## src/rtl/otl_pkg.sv

```systemverilog
`default_nettype none

package otl_pkg;

    // Command codes carried on the input channel
    localparam logic [1:0] CMD_INSERT_TAIL = 2'd0;
    localparam logic [1:0] CMD_INSERT_HEAD = 2'd1;
    localparam logic [1:0] CMD_REMOVE_HEAD = 2'd2;
    localparam logic [1:0] CMD_REMOVE_KEY  = 2'd3;

    localparam int KEY_W   = 32;
    localparam int TIME_W  = 32;
    localparam int SUM_W   = 48;
    localparam int COUNT_W = 5;

    // Per-cycle operation broadcast to every cell of the table
    typedef enum logic [1:0] {
        CELL_HOLD,
        CELL_LOAD_TAIL,
        CELL_SHIFT_R,
        CELL_SHIFT_L
    } cell_op_t;

    // Contents of one table slot, also what moves between neighbors
    typedef struct packed {
        logic              valid;
        logic [KEY_W-1:0]  key;
        logic [TIME_W-1:0] start;
    } cell_data_t;

endpackage

`default_nettype wire

```

## src/rtl/otl_cell.sv

```systemverilog
`default_nettype none

module otl_cell (
    input  wire logic                           clk,
    input  wire logic                           rst_n,
    input  wire otl_pkg::cell_op_t              op,
    input  wire logic                           shl_en,
    input  wire logic [otl_pkg::KEY_W-1:0]      new_key,
    input  wire logic [otl_pkg::TIME_W-1:0]     new_start,
    input  wire logic [otl_pkg::KEY_W-1:0]      search_key,
    input  wire otl_pkg::cell_data_t            left,
    input  wire otl_pkg::cell_data_t            right,
    output otl_pkg::cell_data_t                 q,
    output logic                                hit
);

    logic                        valid_reg;
    logic                        valid_next;
    logic [otl_pkg::KEY_W-1:0]   key_reg;
    logic [otl_pkg::KEY_W-1:0]   key_next;
    logic [otl_pkg::TIME_W-1:0]  start_reg;
    logic [otl_pkg::TIME_W-1:0]  start_next;

    always_comb
    begin
        valid_next = valid_reg;
        key_next   = key_reg;
        start_next = start_reg;
        unique case (op)
            otl_pkg::CELL_HOLD:
            begin
            end
            otl_pkg::CELL_LOAD_TAIL:
            begin
                // first empty slot: empty here, occupied on the left
                if (!valid_reg && left.valid)
                begin
                    valid_next = 1'b1;
                    key_next   = new_key;
                    start_next = new_start;
                end
            end
            otl_pkg::CELL_SHIFT_R:
            begin
                valid_next = left.valid;
                key_next   = left.key;
                start_next = left.start;
            end
            otl_pkg::CELL_SHIFT_L:
            begin
                if (shl_en)
                begin
                    valid_next = right.valid;
                    key_next   = right.key;
                    start_next = right.start;
                end
            end
            default:
            begin
            end
        endcase
    end

    always_ff @(posedge clk or negedge rst_n)
    begin
        if (!rst_n)
        begin
            valid_reg <= 1'b0;
        end
        else
        begin
            valid_reg <= valid_next;
        end
    end

    always_ff @(posedge clk)
    begin
        key_reg   <= key_next;
        start_reg <= start_next;
    end

    assign q.valid = valid_reg;
    assign q.key   = key_reg;
    assign q.start = start_reg;
    assign hit     = valid_reg && (key_reg == search_key);

endmodule

`default_nettype wire

```

## src/rtl/otl_stats.sv

```systemverilog
`default_nettype none

module otl_stats (
    input  wire logic                          clk,
    input  wire logic                          rst_n,
    input  wire logic                          update,
    input  wire logic [otl_pkg::TIME_W-1:0]    lat,
    output logic      [otl_pkg::SUM_W-1:0]     total,
    output logic      [otl_pkg::TIME_W-1:0]    min_lat,
    output logic      [otl_pkg::TIME_W-1:0]    max_lat
);

    logic [otl_pkg::SUM_W-1:0]   sum_reg;
    logic [otl_pkg::SUM_W-1:0]   sum_next;
    logic [otl_pkg::TIME_W-1:0]  min_reg;
    logic [otl_pkg::TIME_W-1:0]  min_next;
    logic [otl_pkg::TIME_W-1:0]  max_reg;
    logic [otl_pkg::TIME_W-1:0]  max_next;
    logic [otl_pkg::SUM_W:0]     sum_wide;

    assign sum_wide = {1'b0, sum_reg}
                    + {{(otl_pkg::SUM_W + 1 - otl_pkg::TIME_W){1'b0}}, lat};

    always_comb
    begin
        sum_next = sum_reg;
        min_next = min_reg;
        max_next = max_reg;
        if (update)
        begin
            // saturate on carry out of the 48-bit total
            sum_next = sum_wide[otl_pkg::SUM_W] ? {otl_pkg::SUM_W{1'b1}}
                                                : sum_wide[otl_pkg::SUM_W-1:0];
            if (lat < min_reg)
                min_next = lat;
            if (lat > max_reg)
                max_next = lat;
        end
    end

    always_ff @(posedge clk or negedge rst_n)
    begin
        if (!rst_n)
        begin
            sum_reg <= '0;
            min_reg <= '1;
            max_reg <= '0;
        end
        else
        begin
            sum_reg <= sum_next;
            min_reg <= min_next;
            max_reg <= max_next;
        end
    end

    assign total   = sum_reg;
    assign min_lat = min_reg;
    assign max_lat = max_reg;

endmodule

`default_nettype wire

```

## src/rtl/outstanding_id_latency_table_core.sv

```systemverilog
// Outstanding-ID latency table.
// Input channel (in_valid/in_ready) carries one word: command, key, time_value.
// Commands insert at tail or head, drop the head, or remove the match nearest
// the head; keyed removals report now minus start as latency and,
// with accumulate_enable set, feed a saturating 48-bit total and min/max.
// Output channel (out_valid/out_ready) returns exactly one word per input word.
// Config channel (cfg_valid/cfg_ready/cfg_data) writes accumulate_enable;
// cfg_ready is always high. Write it only while the block is idle.
// The result word passes through match capture, table update and result load
// before it is valid. One word is in flight at a time: a new word is accepted
// only after the last result has loaded; the table is a row of DEPTH cells
// that all compare keys in parallel and shift by one position per update.
// If the receiver stalls, the finished result waits in the output register
// while the next word is already accepted and worked through the table; it
// then holds until the output register frees up.
// Reset (rst_n, async, active low) empties the table, clears total and max,
// sets min to all ones and accumulate_enable to 1. No clearing pass is needed.
`default_nettype none

module outstanding_id_latency_table_core #(
    parameter int DEPTH = 16
) (
    input  wire logic                           clk,
    input  wire logic                           rst_n,
    input  wire logic                           in_valid,
    output logic                                in_ready,
    input  wire logic [1:0]                     command,
    input  wire logic signed [31:0]             key,
    input  wire logic [31:0]                    time_value,
    output logic                                out_valid,
    input  wire logic                           out_ready,
    output logic                                found,
    output logic                                dropped,
    output logic [31:0]                         latency,
    output logic [4:0]                          entry_count,
    output logic [47:0]                         total_latency,
    output logic [31:0]                         min_latency,
    output logic [31:0]                         max_latency,
    input  wire logic                           cfg_valid,
    output logic                                cfg_ready,
    input  wire logic                           cfg_data
);

    localparam int CW = $clog2(DEPTH + 1);
    localparam logic [CW-1:0] DEPTH_C = CW'(DEPTH);

    typedef enum logic [1:0] {
        S_IDLE,
        S_MATCH,
        S_APPLY,
        S_FINISH
    } state_t;

    state_t                        state_reg;
    state_t                        state_next;

    // captured input word
    logic [1:0]                    cmd_reg;
    logic [1:0]                    cmd_next;
    logic [otl_pkg::KEY_W-1:0]     key_reg;
    logic [otl_pkg::KEY_W-1:0]     key_next;
    logic [otl_pkg::TIME_W-1:0]    time_reg;
    logic [otl_pkg::TIME_W-1:0]    time_next;

    logic [DEPTH-1:0]              hit_reg;
    logic [DEPTH-1:0]              hit_next;
    logic [CW-1:0]                 count_reg;
    logic [CW-1:0]                 count_next;

    // pending result between table update and output load
    logic                          pend_found_reg;
    logic                          pend_found_next;
    logic                          pend_drop_reg;
    logic                          pend_drop_next;
    logic [otl_pkg::TIME_W-1:0]    pend_lat_reg;
    logic [otl_pkg::TIME_W-1:0]    pend_lat_next;
    logic                          pend_acc_reg;
    logic                          pend_acc_next;

    // output register
    logic                          out_valid_reg;
    logic                          out_valid_next;
    logic                          found_reg;
    logic                          found_next;
    logic                          dropped_reg;
    logic                          dropped_next;
    logic [otl_pkg::TIME_W-1:0]    latency_reg;
    logic [otl_pkg::TIME_W-1:0]    latency_next;
    logic [CW-1:0]                 count_out_reg;
    logic [CW-1:0]                 count_out_next;

    logic                          acc_en_reg;

    // cell chain
    otl_pkg::cell_op_t             cell_op;
    logic [DEPTH-1:0]              shl_mask;
    logic [DEPTH-1:0]              cell_hit;
    logic [DEPTH-1:0]              first_hit;
    logic                          any_hit;
    otl_pkg::cell_data_t           cell_q [DEPTH];
    otl_pkg::cell_data_t           head_in;
    otl_pkg::cell_data_t           tail_in;
    logic [otl_pkg::TIME_W-1:0]    sel_start;
    logic                          full;
    logic                          empty;
    logic                          out_free;
    logic                          stats_update;

    assign head_in.valid = 1'b1;
    assign head_in.key   = key_reg;
    assign head_in.start = time_reg;
    assign tail_in       = '0;

    genvar gi;
    generate
        for (gi = 0; gi < DEPTH; gi++)
        begin : g_cell
            otl_pkg::cell_data_t left_w;
            otl_pkg::cell_data_t right_w;

            if (gi == 0)
            begin : g_first
                assign left_w = head_in;
            end
            else
            begin : g_mid_l
                assign left_w = cell_q[gi-1];
            end

            if (gi == DEPTH - 1)
            begin : g_last
                assign right_w = tail_in;
            end
            else
            begin : g_mid_r
                assign right_w = cell_q[gi+1];
            end

            otl_cell u_cell (
                .clk        (clk),
                .rst_n      (rst_n),
                .op         (cell_op),
                .shl_en     (shl_mask[gi]),
                .new_key    (key_reg),
                .new_start  (time_reg),
                .search_key (key_reg),
                .left       (left_w),
                .right      (right_w),
                .q          (cell_q[gi]),
                .hit        (cell_hit[gi])
            );
        end
    endgenerate

    // matching entry nearest the head, as a one-hot vector
    assign first_hit = hit_reg & (~hit_reg + {{(DEPTH-1){1'b0}}, 1'b1});
    assign any_hit   = |hit_reg;
    assign full      = (count_reg == DEPTH_C);
    assign empty     = (count_reg == '0);
    assign out_free  = !out_valid_reg || out_ready;

    always_comb
    begin
        sel_start = '0;
        for (int i = 0; i < DEPTH; i++)
        begin
            sel_start = sel_start | (first_hit[i] ? cell_q[i].start : '0);
        end
    end

    // table operation for this cycle
    always_comb
    begin
        cell_op  = otl_pkg::CELL_HOLD;
        shl_mask = '0;
        if (state_reg == S_APPLY)
        begin
            unique case (cmd_reg)
                otl_pkg::CMD_INSERT_TAIL:
                begin
                    if (!full)
                        cell_op = otl_pkg::CELL_LOAD_TAIL;
                end
                otl_pkg::CMD_INSERT_HEAD:
                begin
                    if (!full)
                        cell_op = otl_pkg::CELL_SHIFT_R;
                end
                otl_pkg::CMD_REMOVE_HEAD:
                begin
                    cell_op  = otl_pkg::CELL_SHIFT_L;
                    shl_mask = '1;
                end
                otl_pkg::CMD_REMOVE_KEY:
                begin
                    // every cell at or beyond the match pulls from its right
                    cell_op  = otl_pkg::CELL_SHIFT_L;
                    shl_mask = any_hit ? ~(first_hit - {{(DEPTH-1){1'b0}}, 1'b1}) : '0;
                end
                default:
                begin
                end
            endcase
        end
    end

    always_comb
    begin
        state_next      = state_reg;
        cmd_next        = cmd_reg;
        key_next        = key_reg;
        time_next       = time_reg;
        hit_next        = hit_reg;
        count_next      = count_reg;
        pend_found_next = pend_found_reg;
        pend_drop_next  = pend_drop_reg;
        pend_lat_next   = pend_lat_reg;
        pend_acc_next   = pend_acc_reg;
        out_valid_next  = out_valid_reg && !out_ready;
        found_next      = found_reg;
        dropped_next    = dropped_reg;
        latency_next    = latency_reg;
        count_out_next  = count_out_reg;
        stats_update    = 1'b0;

        unique case (state_reg)
            S_IDLE:
            begin
                if (in_valid)
                begin
                    cmd_next   = command;
                    key_next   = key;
                    time_next  = time_value;
                    state_next = S_MATCH;
                end
            end
            S_MATCH:
            begin
                hit_next   = cell_hit;
                state_next = S_APPLY;
            end
            S_APPLY:
            begin
                pend_found_next = 1'b0;
                pend_drop_next  = 1'b0;
                pend_lat_next   = '0;
                pend_acc_next   = 1'b0;
                unique case (cmd_reg)
                    otl_pkg::CMD_INSERT_TAIL,
                    otl_pkg::CMD_INSERT_HEAD:
                    begin
                        if (full)
                            pend_drop_next = 1'b1;
                        else
                            count_next = count_reg + 1'b1;
                    end
                    otl_pkg::CMD_REMOVE_HEAD:
                    begin
                        if (!empty)
                        begin
                            pend_found_next = 1'b1;
                            count_next      = count_reg - 1'b1;
                        end
                    end
                    otl_pkg::CMD_REMOVE_KEY:
                    begin
                        if (any_hit)
                        begin
                            pend_found_next = 1'b1;
                            pend_lat_next   = time_reg - sel_start;
                            pend_acc_next   = acc_en_reg;
                            count_next      = count_reg - 1'b1;
                        end
                    end
                    default:
                    begin
                    end
                endcase
                state_next = S_FINISH;
            end
            S_FINISH:
            begin
                if (out_free)
                begin
                    out_valid_next = 1'b1;
                    found_next     = pend_found_reg;
                    dropped_next   = pend_drop_reg;
                    latency_next   = pend_lat_reg;
                    count_out_next = count_reg;
                    stats_update   = pend_acc_reg;
                    state_next     = S_IDLE;
                end
            end
            default:
            begin
                state_next = S_IDLE;
            end
        endcase
    end

    always_ff @(posedge clk or negedge rst_n)
    begin
        if (!rst_n)
        begin
            state_reg      <= S_IDLE;
            count_reg      <= '0;
            out_valid_reg  <= 1'b0;
            cmd_reg        <= '0;
            key_reg        <= '0;
            time_reg       <= '0;
            hit_reg        <= '0;
            pend_found_reg <= 1'b0;
            pend_drop_reg  <= 1'b0;
            pend_lat_reg   <= '0;
            pend_acc_reg   <= 1'b0;
            found_reg      <= 1'b0;
            dropped_reg    <= 1'b0;
            latency_reg    <= '0;
            count_out_reg  <= '0;
        end
        else
        begin
            state_reg      <= state_next;
            count_reg      <= count_next;
            out_valid_reg  <= out_valid_next;
            cmd_reg        <= cmd_next;
            key_reg        <= key_next;
            time_reg       <= time_next;
            hit_reg        <= hit_next;
            pend_found_reg <= pend_found_next;
            pend_drop_reg  <= pend_drop_next;
            pend_lat_reg   <= pend_lat_next;
            pend_acc_reg   <= pend_acc_next;
            found_reg      <= found_next;
            dropped_reg    <= dropped_next;
            latency_reg    <= latency_next;
            count_out_reg  <= count_out_next;
        end
    end

    // config register
    always_ff @(posedge clk or negedge rst_n)
    begin
        if (!rst_n)
        begin
            acc_en_reg <= 1'b1;
        end
        else if (cfg_valid)
        begin
            acc_en_reg <= cfg_data;
        end
    end

    // stats only move when a new result loads, so they hold during a stall
    otl_stats u_stats (
        .clk     (clk),
        .rst_n   (rst_n),
        .update  (stats_update),
        .lat     (pend_lat_reg),
        .total   (total_latency),
        .min_lat (min_latency),
        .max_lat (max_latency)
    );

    // count to 5-bit port, truncating or zero extending with DEPTH
    genvar gb;
    generate
        for (gb = 0; gb < otl_pkg::COUNT_W; gb++)
        begin : g_cnt
            if (gb < CW)
            begin : g_bit
                assign entry_count[gb] = count_out_reg[gb];
            end
            else
            begin : g_zero
                assign entry_count[gb] = 1'b0;
            end
        end
    endgenerate

    assign in_ready  = (state_reg == S_IDLE);
    assign cfg_ready = 1'b1;
    assign out_valid = out_valid_reg;
    assign found     = found_reg;
    assign dropped   = dropped_reg;
    assign latency   = latency_reg;

endmodule

`default_nettype wire

```

## config.mk

```make
export PLATFORM = sky130hd
export DESIGN_NAME = outstanding_id_latency_table_core
export DESIGN_NICKNAME = d
export VERILOG_FILES = /design/src/rtl/otl_pkg.sv /design/src/rtl/otl_cell.sv /design/src/rtl/otl_stats.sv /design/src/rtl/outstanding_id_latency_table_core.sv
export SDC_FILE = /design/constraint.sdc
export NUM_CORES = 2
export LEC_CHECK = 0
export BUFFER_PORTS_ARGS = -buffer_cell sky130_fd_sc_hd__buf_2
export CORE_ASPECT_RATIO = 2
export CORE_UTILIZATION = 23
export CTS_BUF_LIST = sky130_fd_sc_hd__clkbuf_4 sky130_fd_sc_hd__clkbuf_8 sky130_fd_sc_hd__clkbuf_16
export DETAILED_ROUTE_END_ITERATION = 10
export GPL_TIMING_DRIVEN = 0
export HOLD_SLACK_MARGIN = 0.06
export PLACE_DENSITY_LB_ADDON = 0.08
export SYNTH_ARGS = -nofsm -noshare
export SYNTH_HDL_FRONTEND = slang
export SYNTH_SLANG_ARGS = --single-unit
```

## constraint.sdc

```tcl
create_clock -name clk -period 8.74 [get_ports clk]
set_clock_uncertainty 0.05 [all_clocks]
set_input_delay 1.748 -clock clk [delete_from_list [all_inputs] [get_ports clk]]
set_output_delay 1.748 -clock clk [all_outputs]
set_load 0.02 [all_outputs]
```

# Yosys cells after proc, flatten, opt, wreduce, memory -nomap -nowiden
# Index checks and enable logic that the tools add are counted.
totals:
  inputBits: 72
  ff_bits: 1317
  out_inout_bits: 154
classes:
  bitwise_logic: 18
  muxes: 186
  n_reduce_logical: 82
  n_eq_ne: 63
  magnitude_cmp: 2
  addsub: 6
op_table:
  columns: ["operator", "n"]
  rows:
  - ["one-hot mux 32 bit (3 select lines)", 32]
  - ["two-way mux 32 bit", 81]
  - ["== test 32 bit", 16]
  - ["OR 32 bit", 15]
  - ["adder 48 x 32 -> 49 bit", 1]
  - ["two-way mux 48 bit", 1]
  - ["AND reduction 3 bit", 16]
  - ["one-hot mux 1 bit (3 select lines)", 15]
  - ["!= test 2 bit (second input constant)", 22]
  - ["two-way mux 1 bit", 42]
  - ["greater-than comparator 32 bit", 1]
  - ["logical AND 1 bit", 32]
  - ["< comparator 32 bit", 1]
  - ["two-way mux 16 bit", 2]
  - ["NOT 16 bit", 2]
  - ["one-hot mux 16 bit (2 select lines)", 1]
  - ["subtractor 32 bit", 1]
  - ["!= test 2 x 1 -> 1 bit (second input constant)", 15]
  - ["zero test 1 bit", 17]
  - ["adder 16 x 1 -> 16 bit (second input constant)", 1]
  - ["AND 16 bit", 1]
  - ["OR reduction 16 bit", 1]
  - ["subtractor 16 x 1 -> 16 bit (second input constant)", 1]
  - ["two-way mux 5 bit", 3]
  - ["18 further kinds", 37]

# Longest topological paths before layout
depth:
  depth_word: 22
  mapped_depth: 22

# By module
# From an unflattened synthesis, not the netlist that was laid out.
unflattened:
  hier_cells: 7268
  hier_area_um2: 78268.8
by_module_without_submodules:
  columns: ["mod", "area_per_inst_um2", "instances", "cells_each"]
  rows:
  - ["otl_cell", 3708.6, 16, 334]
  - ["outstanding_id_latency_table_core", 10943.0, 1, 1121]
  - ["otl_stats", 7988.9, 1, 803]

# Worst setup path before layout
# OpenSTA, ideal clock, no wires.
synth_timing:
  kind: "register -> register"
  startpoint: "reg count_reg[0]"
  endpoint: "reg g_cell[0].u_cell.key_reg[0] (netlist name) (enable)"
  n_path_buf: 4
  synth_period_minus_slack_ps: 7944
  setup_ps: 590
  stages_incl_launch_ff: 11
  arrival_time_ps: 7304
  path_slack_ps: 796
  path_cell_list: "dfrtp_1 -> or4_1 -> o21ai_0 -> or2_2 -> inv_1 -> ha_1 -> clkbuf_1 -> clkbuf_1 -> clkbuf_1 -> clkbuf_1 -> a221oi_1"
synth_via:
  elab_chain_cells: 7
  elab_cells_between_ends: 12
  cone_classes: "eq/ne (6); mux (4); reduce/logical (2)"
synth_rtl:
  columns: ["item", "line_no", "source"]
  rows:
  - ["start: declaration", "outstanding_id_latency_table_core.sv:67", "logic [CW-1:0] count_reg;"]
  - ["start signal: assignment", "outstanding_id_latency_table_core.sv:324", "count_reg <= count_next;"]
  - ["== test 5 bit *", "outstanding_id_latency_table_core.sv:158", "assign full = (count_reg == DEPTH_C);"]
  - ["two-way mux 1 bit or two-way mux 2 bit (tied branches)", "outstanding_id_latency_table_core.sv:181, outstanding_id_latency_table_core.sv:186", null]
  - ["one-hot mux 2 bit (3 select lines) *", "outstanding_id_latency_table_core.sv:178", "unique case (cmd_reg)"]
  - ["two-way mux 2 bit *", "outstanding_id_latency_table_core.sv:176", "if (state_reg == S_APPLY)"]
  - ["== test 2 x 1 -> 1 bit or == test 2 bit (tied branches)", "otl_cell.sv:29", "unique case (op)"]
  - ["!= test 2 bit (no line) or nonzero test 3 bit (tied branches)", null, null]
  - ["AND reduction 3 bit (no line) *", null, null]
  - ["end signal: assignment", "otl_cell.sv:78", "key_reg <= key_next;"]
  - ["end: declaration", "otl_cell.sv:19", "logic [otl_pkg::KEY_W-1:0] key_reg;"]
# Every way passes the cells marked *; elsewhere a longest branch is shown, timed or not.
# A chain may end at the register's enable or synchronous reset.

# Worst setup path in the final report
layout_timing:
  startpoint: "reg hit_reg[2]"
  endpoint: "reg pend_lat_reg[31] (netlist name)"
layout_via:
  elab_chain_cells: 21
  elab_cells_between_ends: 35
  cone_classes: "add/sub (2); mux (16); bitwise (16); reduce/logical (1)"
layout_rtl:
  columns: ["item", "line_no", "source"]
  rows:
  - ["start: declaration", "outstanding_id_latency_table_core.sv:65", "logic [DEPTH-1:0] hit_reg;"]
  - ["start signal: assignment", "outstanding_id_latency_table_core.sv:329", "hit_reg <= hit_next;"]
  - ["NOT 16 bit", "outstanding_id_latency_table_core.sv:156", "assign first_hit = hit_reg & (~hit_reg + {{(DEPTH-1){1'b0}}, 1'b1});"]
  - ["adder 16 x 1 -> 16 bit", "outstanding_id_latency_table_core.sv:156", null]
  - ["AND 16 bit", "outstanding_id_latency_table_core.sv:156", null]
  - ["two-way mux 32 bit", "outstanding_id_latency_table_core.sv:167", "sel_start = sel_start | (first_hit[i] ? cell_q[i].start : '0);"]
  - ["OR 32 bit (14 in series)", "outstanding_id_latency_table_core.sv:167", null]
  - ["subtractor 32 bit", "outstanding_id_latency_table_core.sv:270", "pend_lat_next = time_reg - sel_start;"]
  - ["two-way mux 32 bit *", "outstanding_id_latency_table_core.sv:267", "if (any_hit)"]
  - ["two-way mux 32 bit *", "outstanding_id_latency_table_core.sv:248", "unique case (cmd_reg)"]
  - ["end signal: assignment", "outstanding_id_latency_table_core.sv:332", "pend_lat_reg <= pend_lat_next;"]
  - ["end: declaration", "outstanding_id_latency_table_core.sv:75", "logic [otl_pkg::TIME_W-1:0] pend_lat_reg;"]
# Marked as above.

==> impl_metrics.env <==
export IMPL_die_area_sq_mm=0.300
export IMPL_critPathKind="reg -> reg"
export IMPL_die_w_um=388
export IMPL_ys_seq_elements=1317
export IMPL_dp_cells=9528
export IMPL_swShare=0.497
export IMPL_status="finished, violations left"
export IMPL_drv_slew=50
export IMPL_fp_row_count=283
export IMPL_cts_tree="done"
export IMPL_yosysTopAreaCell="edfxtp_1"
export IMPL_max_cap_violations=18
export IMPL_grt_use_total=0.278
export IMPL_cp_endpoint="pend_lat_reg[31]"
export IMPL_worst_slack_ns=0.630
export IMPL_grt_pass1_wl_um=550000
export IMPL_r2r_slack_ns=0.63
export IMPL_fin_cells=9822
export IMPL_p_leak_uw=0.0301
export IMPL_ir_drop_uv=291
export IMPL_io_pins=226
export IMPL_synth_area_leaders="edfxtp_1 (45%), a221o_1 (14%), dfrtp_1 (9.5%), xor2_1 (4.2%), xnor2_1 (3.1%)"
export IMPL_cts_buffers=153
export IMPL_clk_latency_ns=0.89
export IMPL_die_y_um=774
export IMPL_seqCellArea_sq_mm=0.0381
export IMPL_timing_final_crit_share=0.928
export IMPL_crit_path_start="hit_reg[2]"
export IMPL_worstRegToRegCells=19
export IMPL_max_freq_mhz=123
export IMPL_p_switching_uw=22900
export IMPL_pwr_share_clk=0.147
export IMPL_clock_sinks=1317
export IMPL_ant_nets=0
export IMPL_multi_input_area_sq_mm=0.0283
export IMPL_first_global_vias=55100
export IMPL_min_period_ns=8.11
export IMPL_tightest_slew_ns=1.70
export IMPL_post_synth_top_area_fraction=0.449
export IMPL_antenna_found_initial=45
export IMPL_dpl_hpwl_um=339000
export IMPL_synth_most_common_cell="edfxtp_1"
export IMPL_synth_common_cells="edfxtp_1 (1,024), a221o_1 (929), clkbuf_1 (466)"
export IMPL_netlist_area_sq_mm=0.0685
export IMPL_htreeDepth=4
export IMPL_cts_buffer_depth=4
export IMPL_io_buffer_count=224
export IMPL_crit_fanout=10
export IMPL_timing_slew_headroom=-0.135
export IMPL_core_area_sq_mm=0.296
export IMPL_hp_class="reg -> reg"
export IMPL_hold_viol_final=0
export IMPL_finalNetCount=6056
export IMPL_ys_types=80
export IMPL_start_util=0.231
export IMPL_rr_endpoint="pend_lat_reg[31]"
export IMPL_powerDensity_mw_per_mm2=559
export IMPL_synth_edf_count=1024
export IMPL_drive_gt1_frac=0.168
export IMPL_ys_seq_area_frac=0.557
export IMPL_drc=0
export IMPL_place_gp_congestion=0.996
export IMPL_post_place_ws_ns=-0.116
export IMPL_syn2layout_area_growth_pct=20.5
export IMPL_cp_arrival_ns=8.77
export IMPL_avgSynthCellArea_sq_um=12.9
export IMPL_drt_iter0_drc=5778
export IMPL_totalWireLength_um=423000
export IMPL_cp_required_ns=9.40
export IMPL_wl_per_cell_um=43.1
export IMPL_grt_max_degree=88
export IMPL_ys_warn_count=0
export IMPL_cts_setup_buffers=0
export IMPL_cp_start_kind="register"
export IMPL_netlist_instances=5328
export IMPL_pwr_share_seq=0.326
export IMPL_viasPerCell=5.55
export IMPL_clk_root_buffer_cell="clkbuf_16"
export IMPL_rsz0062_at_grt="no"
export IMPL_synthesis_nets=5541
export IMPL_async_reset_ff_frac=0.222
export IMPL_clkTransAtPathRegs_ns=0.08
export IMPL_synth_top_flop_cell="edfxtp_1"
export IMPL_vias=54500
export IMPL_violations="max-capacitance violations, max-slew violations"
export IMPL_worstSetupEndpointType="register"
export IMPL_setup_viol=0
export IMPL_timing_rr_start="hit_reg[2]"
export IMPL_gr_total_overflow=0
export IMPL_power_share_combinational=0.527
export IMPL_first_pass_iters=8
export IMPL_fillers=30400
export IMPL_power_internal_uw=23200
## what timing repair did
item,4_1_cts,5_1_grt
hold buffers,0,0
setup endpoints to repair,1,0
gates resized for setup,1,0
## critical path: stages (launching register included)
cell and delay, ns:
dfrtp_1 0.69, nor3_1 1.02, and2_1 0.23, buf_1 0.79, clkbuf_1 0.87, a222oi_1 0.21
o211ai_1 0.21, a221o_1 0.18, a221oi_2 0.05, nand3_1 0.15, a221oi_2 0.07, ha_1 0.37
a2111o_1 0.45, o21ai_1 0.37, a21oi_1 0.41, a41oi_1 0.68, o21ai_1 0.19, a311oi_2 0.60
xnor2_1 0.21, o22ai_1 0.09
## power groups by stage
| stage | clock (uW) | sequential [uW] | combinational (uW) |
|---|---|---|---|
| 6_report | 6790 | 15000 | 24300 |
| 5_1_grt | 7080 | 15300 | 24300 |
| 4_1_cts | 6930 | 14900 | 23500 |
| 3_5_place_dp | 0 | 15000 | 23400 |
| 3_3_place_gp | 0 | 15000 | 19000 |
| 2_1_floorplan | 0 | 14600 | 9990 |
## cells in the final DEF, fill, tap and decap left out, drive strengths merged, types with 152 or more instances in the layout
| cell | n |
|---|---|
| a221o | 929 |
| clkbuf | 673 |
| xnor2 | 241 |
| buf | 428 |
| inv | 152 |
| edfxtp | 1024 |
| nand2 | 182 |
| dfrtp | 260 |
| xor2 | 327 |
## layer usage
metal | share of wire | global-route usage | wire length, um
met1 | 0.29 | 0.244 | 125000
met3 | 0.045 | 0.0460 | 19100
met4 | 0.12 | 0.293 | 52200
met2 | 0.54 | 0.514 | 227000
met5 | 0.00036 | 0 | 153
## cell families after synthesis
group,after synthesis,synth area share
AO/OA/AOI/OAI,1679,0.217
flip-flops,1317,0.557
AND/OR/NAND/NOR,731,0.0563
buffers and inverters,685,0.0387
XOR/XNOR,568,0.0726
multiplexers,206,0.0328
adder cells (fa/ha/maj),141,0.0261
other,1,0.0000548
## cell type report
class                      instances  share of cell area
antenna                           25            0.000758
buffer                           536              0.0260
clock buffer                     205              0.0529
clock inverter                    57             0.00640
inverter                         149             0.00677
multi-input combinational       3326               0.343
sequential                      1317               0.462
tap                             3847              0.0583
timing repair buffer             360              0.0445
## stage by stage
step	util	instance area, sq um	hold slack [ns]	TNS, ns	total power [uW]
after floorplan	-	68500	0.397	0	24600
after global placement	0.251	74400	0.408	-9859.88	34000
after CTS	0.277	82200	0.430	0	45300
after detailed placement	0.261	77300	0.416	-0.116	38300
final	0.279	82600	0.421	0	46100
after global routing	0.278	82500	0.449	0	46800
## worst min-delay path by stage
stage / startpoint / to / slack [ns] / depth (start not counted)
after detailed placement: latency[15] / latency[15] / 0.42 / 2
after floorplan: pend_drop_reg / pend_drop_reg / 0.40 / 1
after global placement: latency[11] / latency[11] / 0.41 / 2
after CTS: latency[15] / latency[15] / 0.43 / 2
final: latency[12] / latency[12] / 0.42 / 2
after global routing: pend_drop_reg / pend_drop_reg / 0.45 / 1
Note: power is estimated with default switching activity, not from simulation.
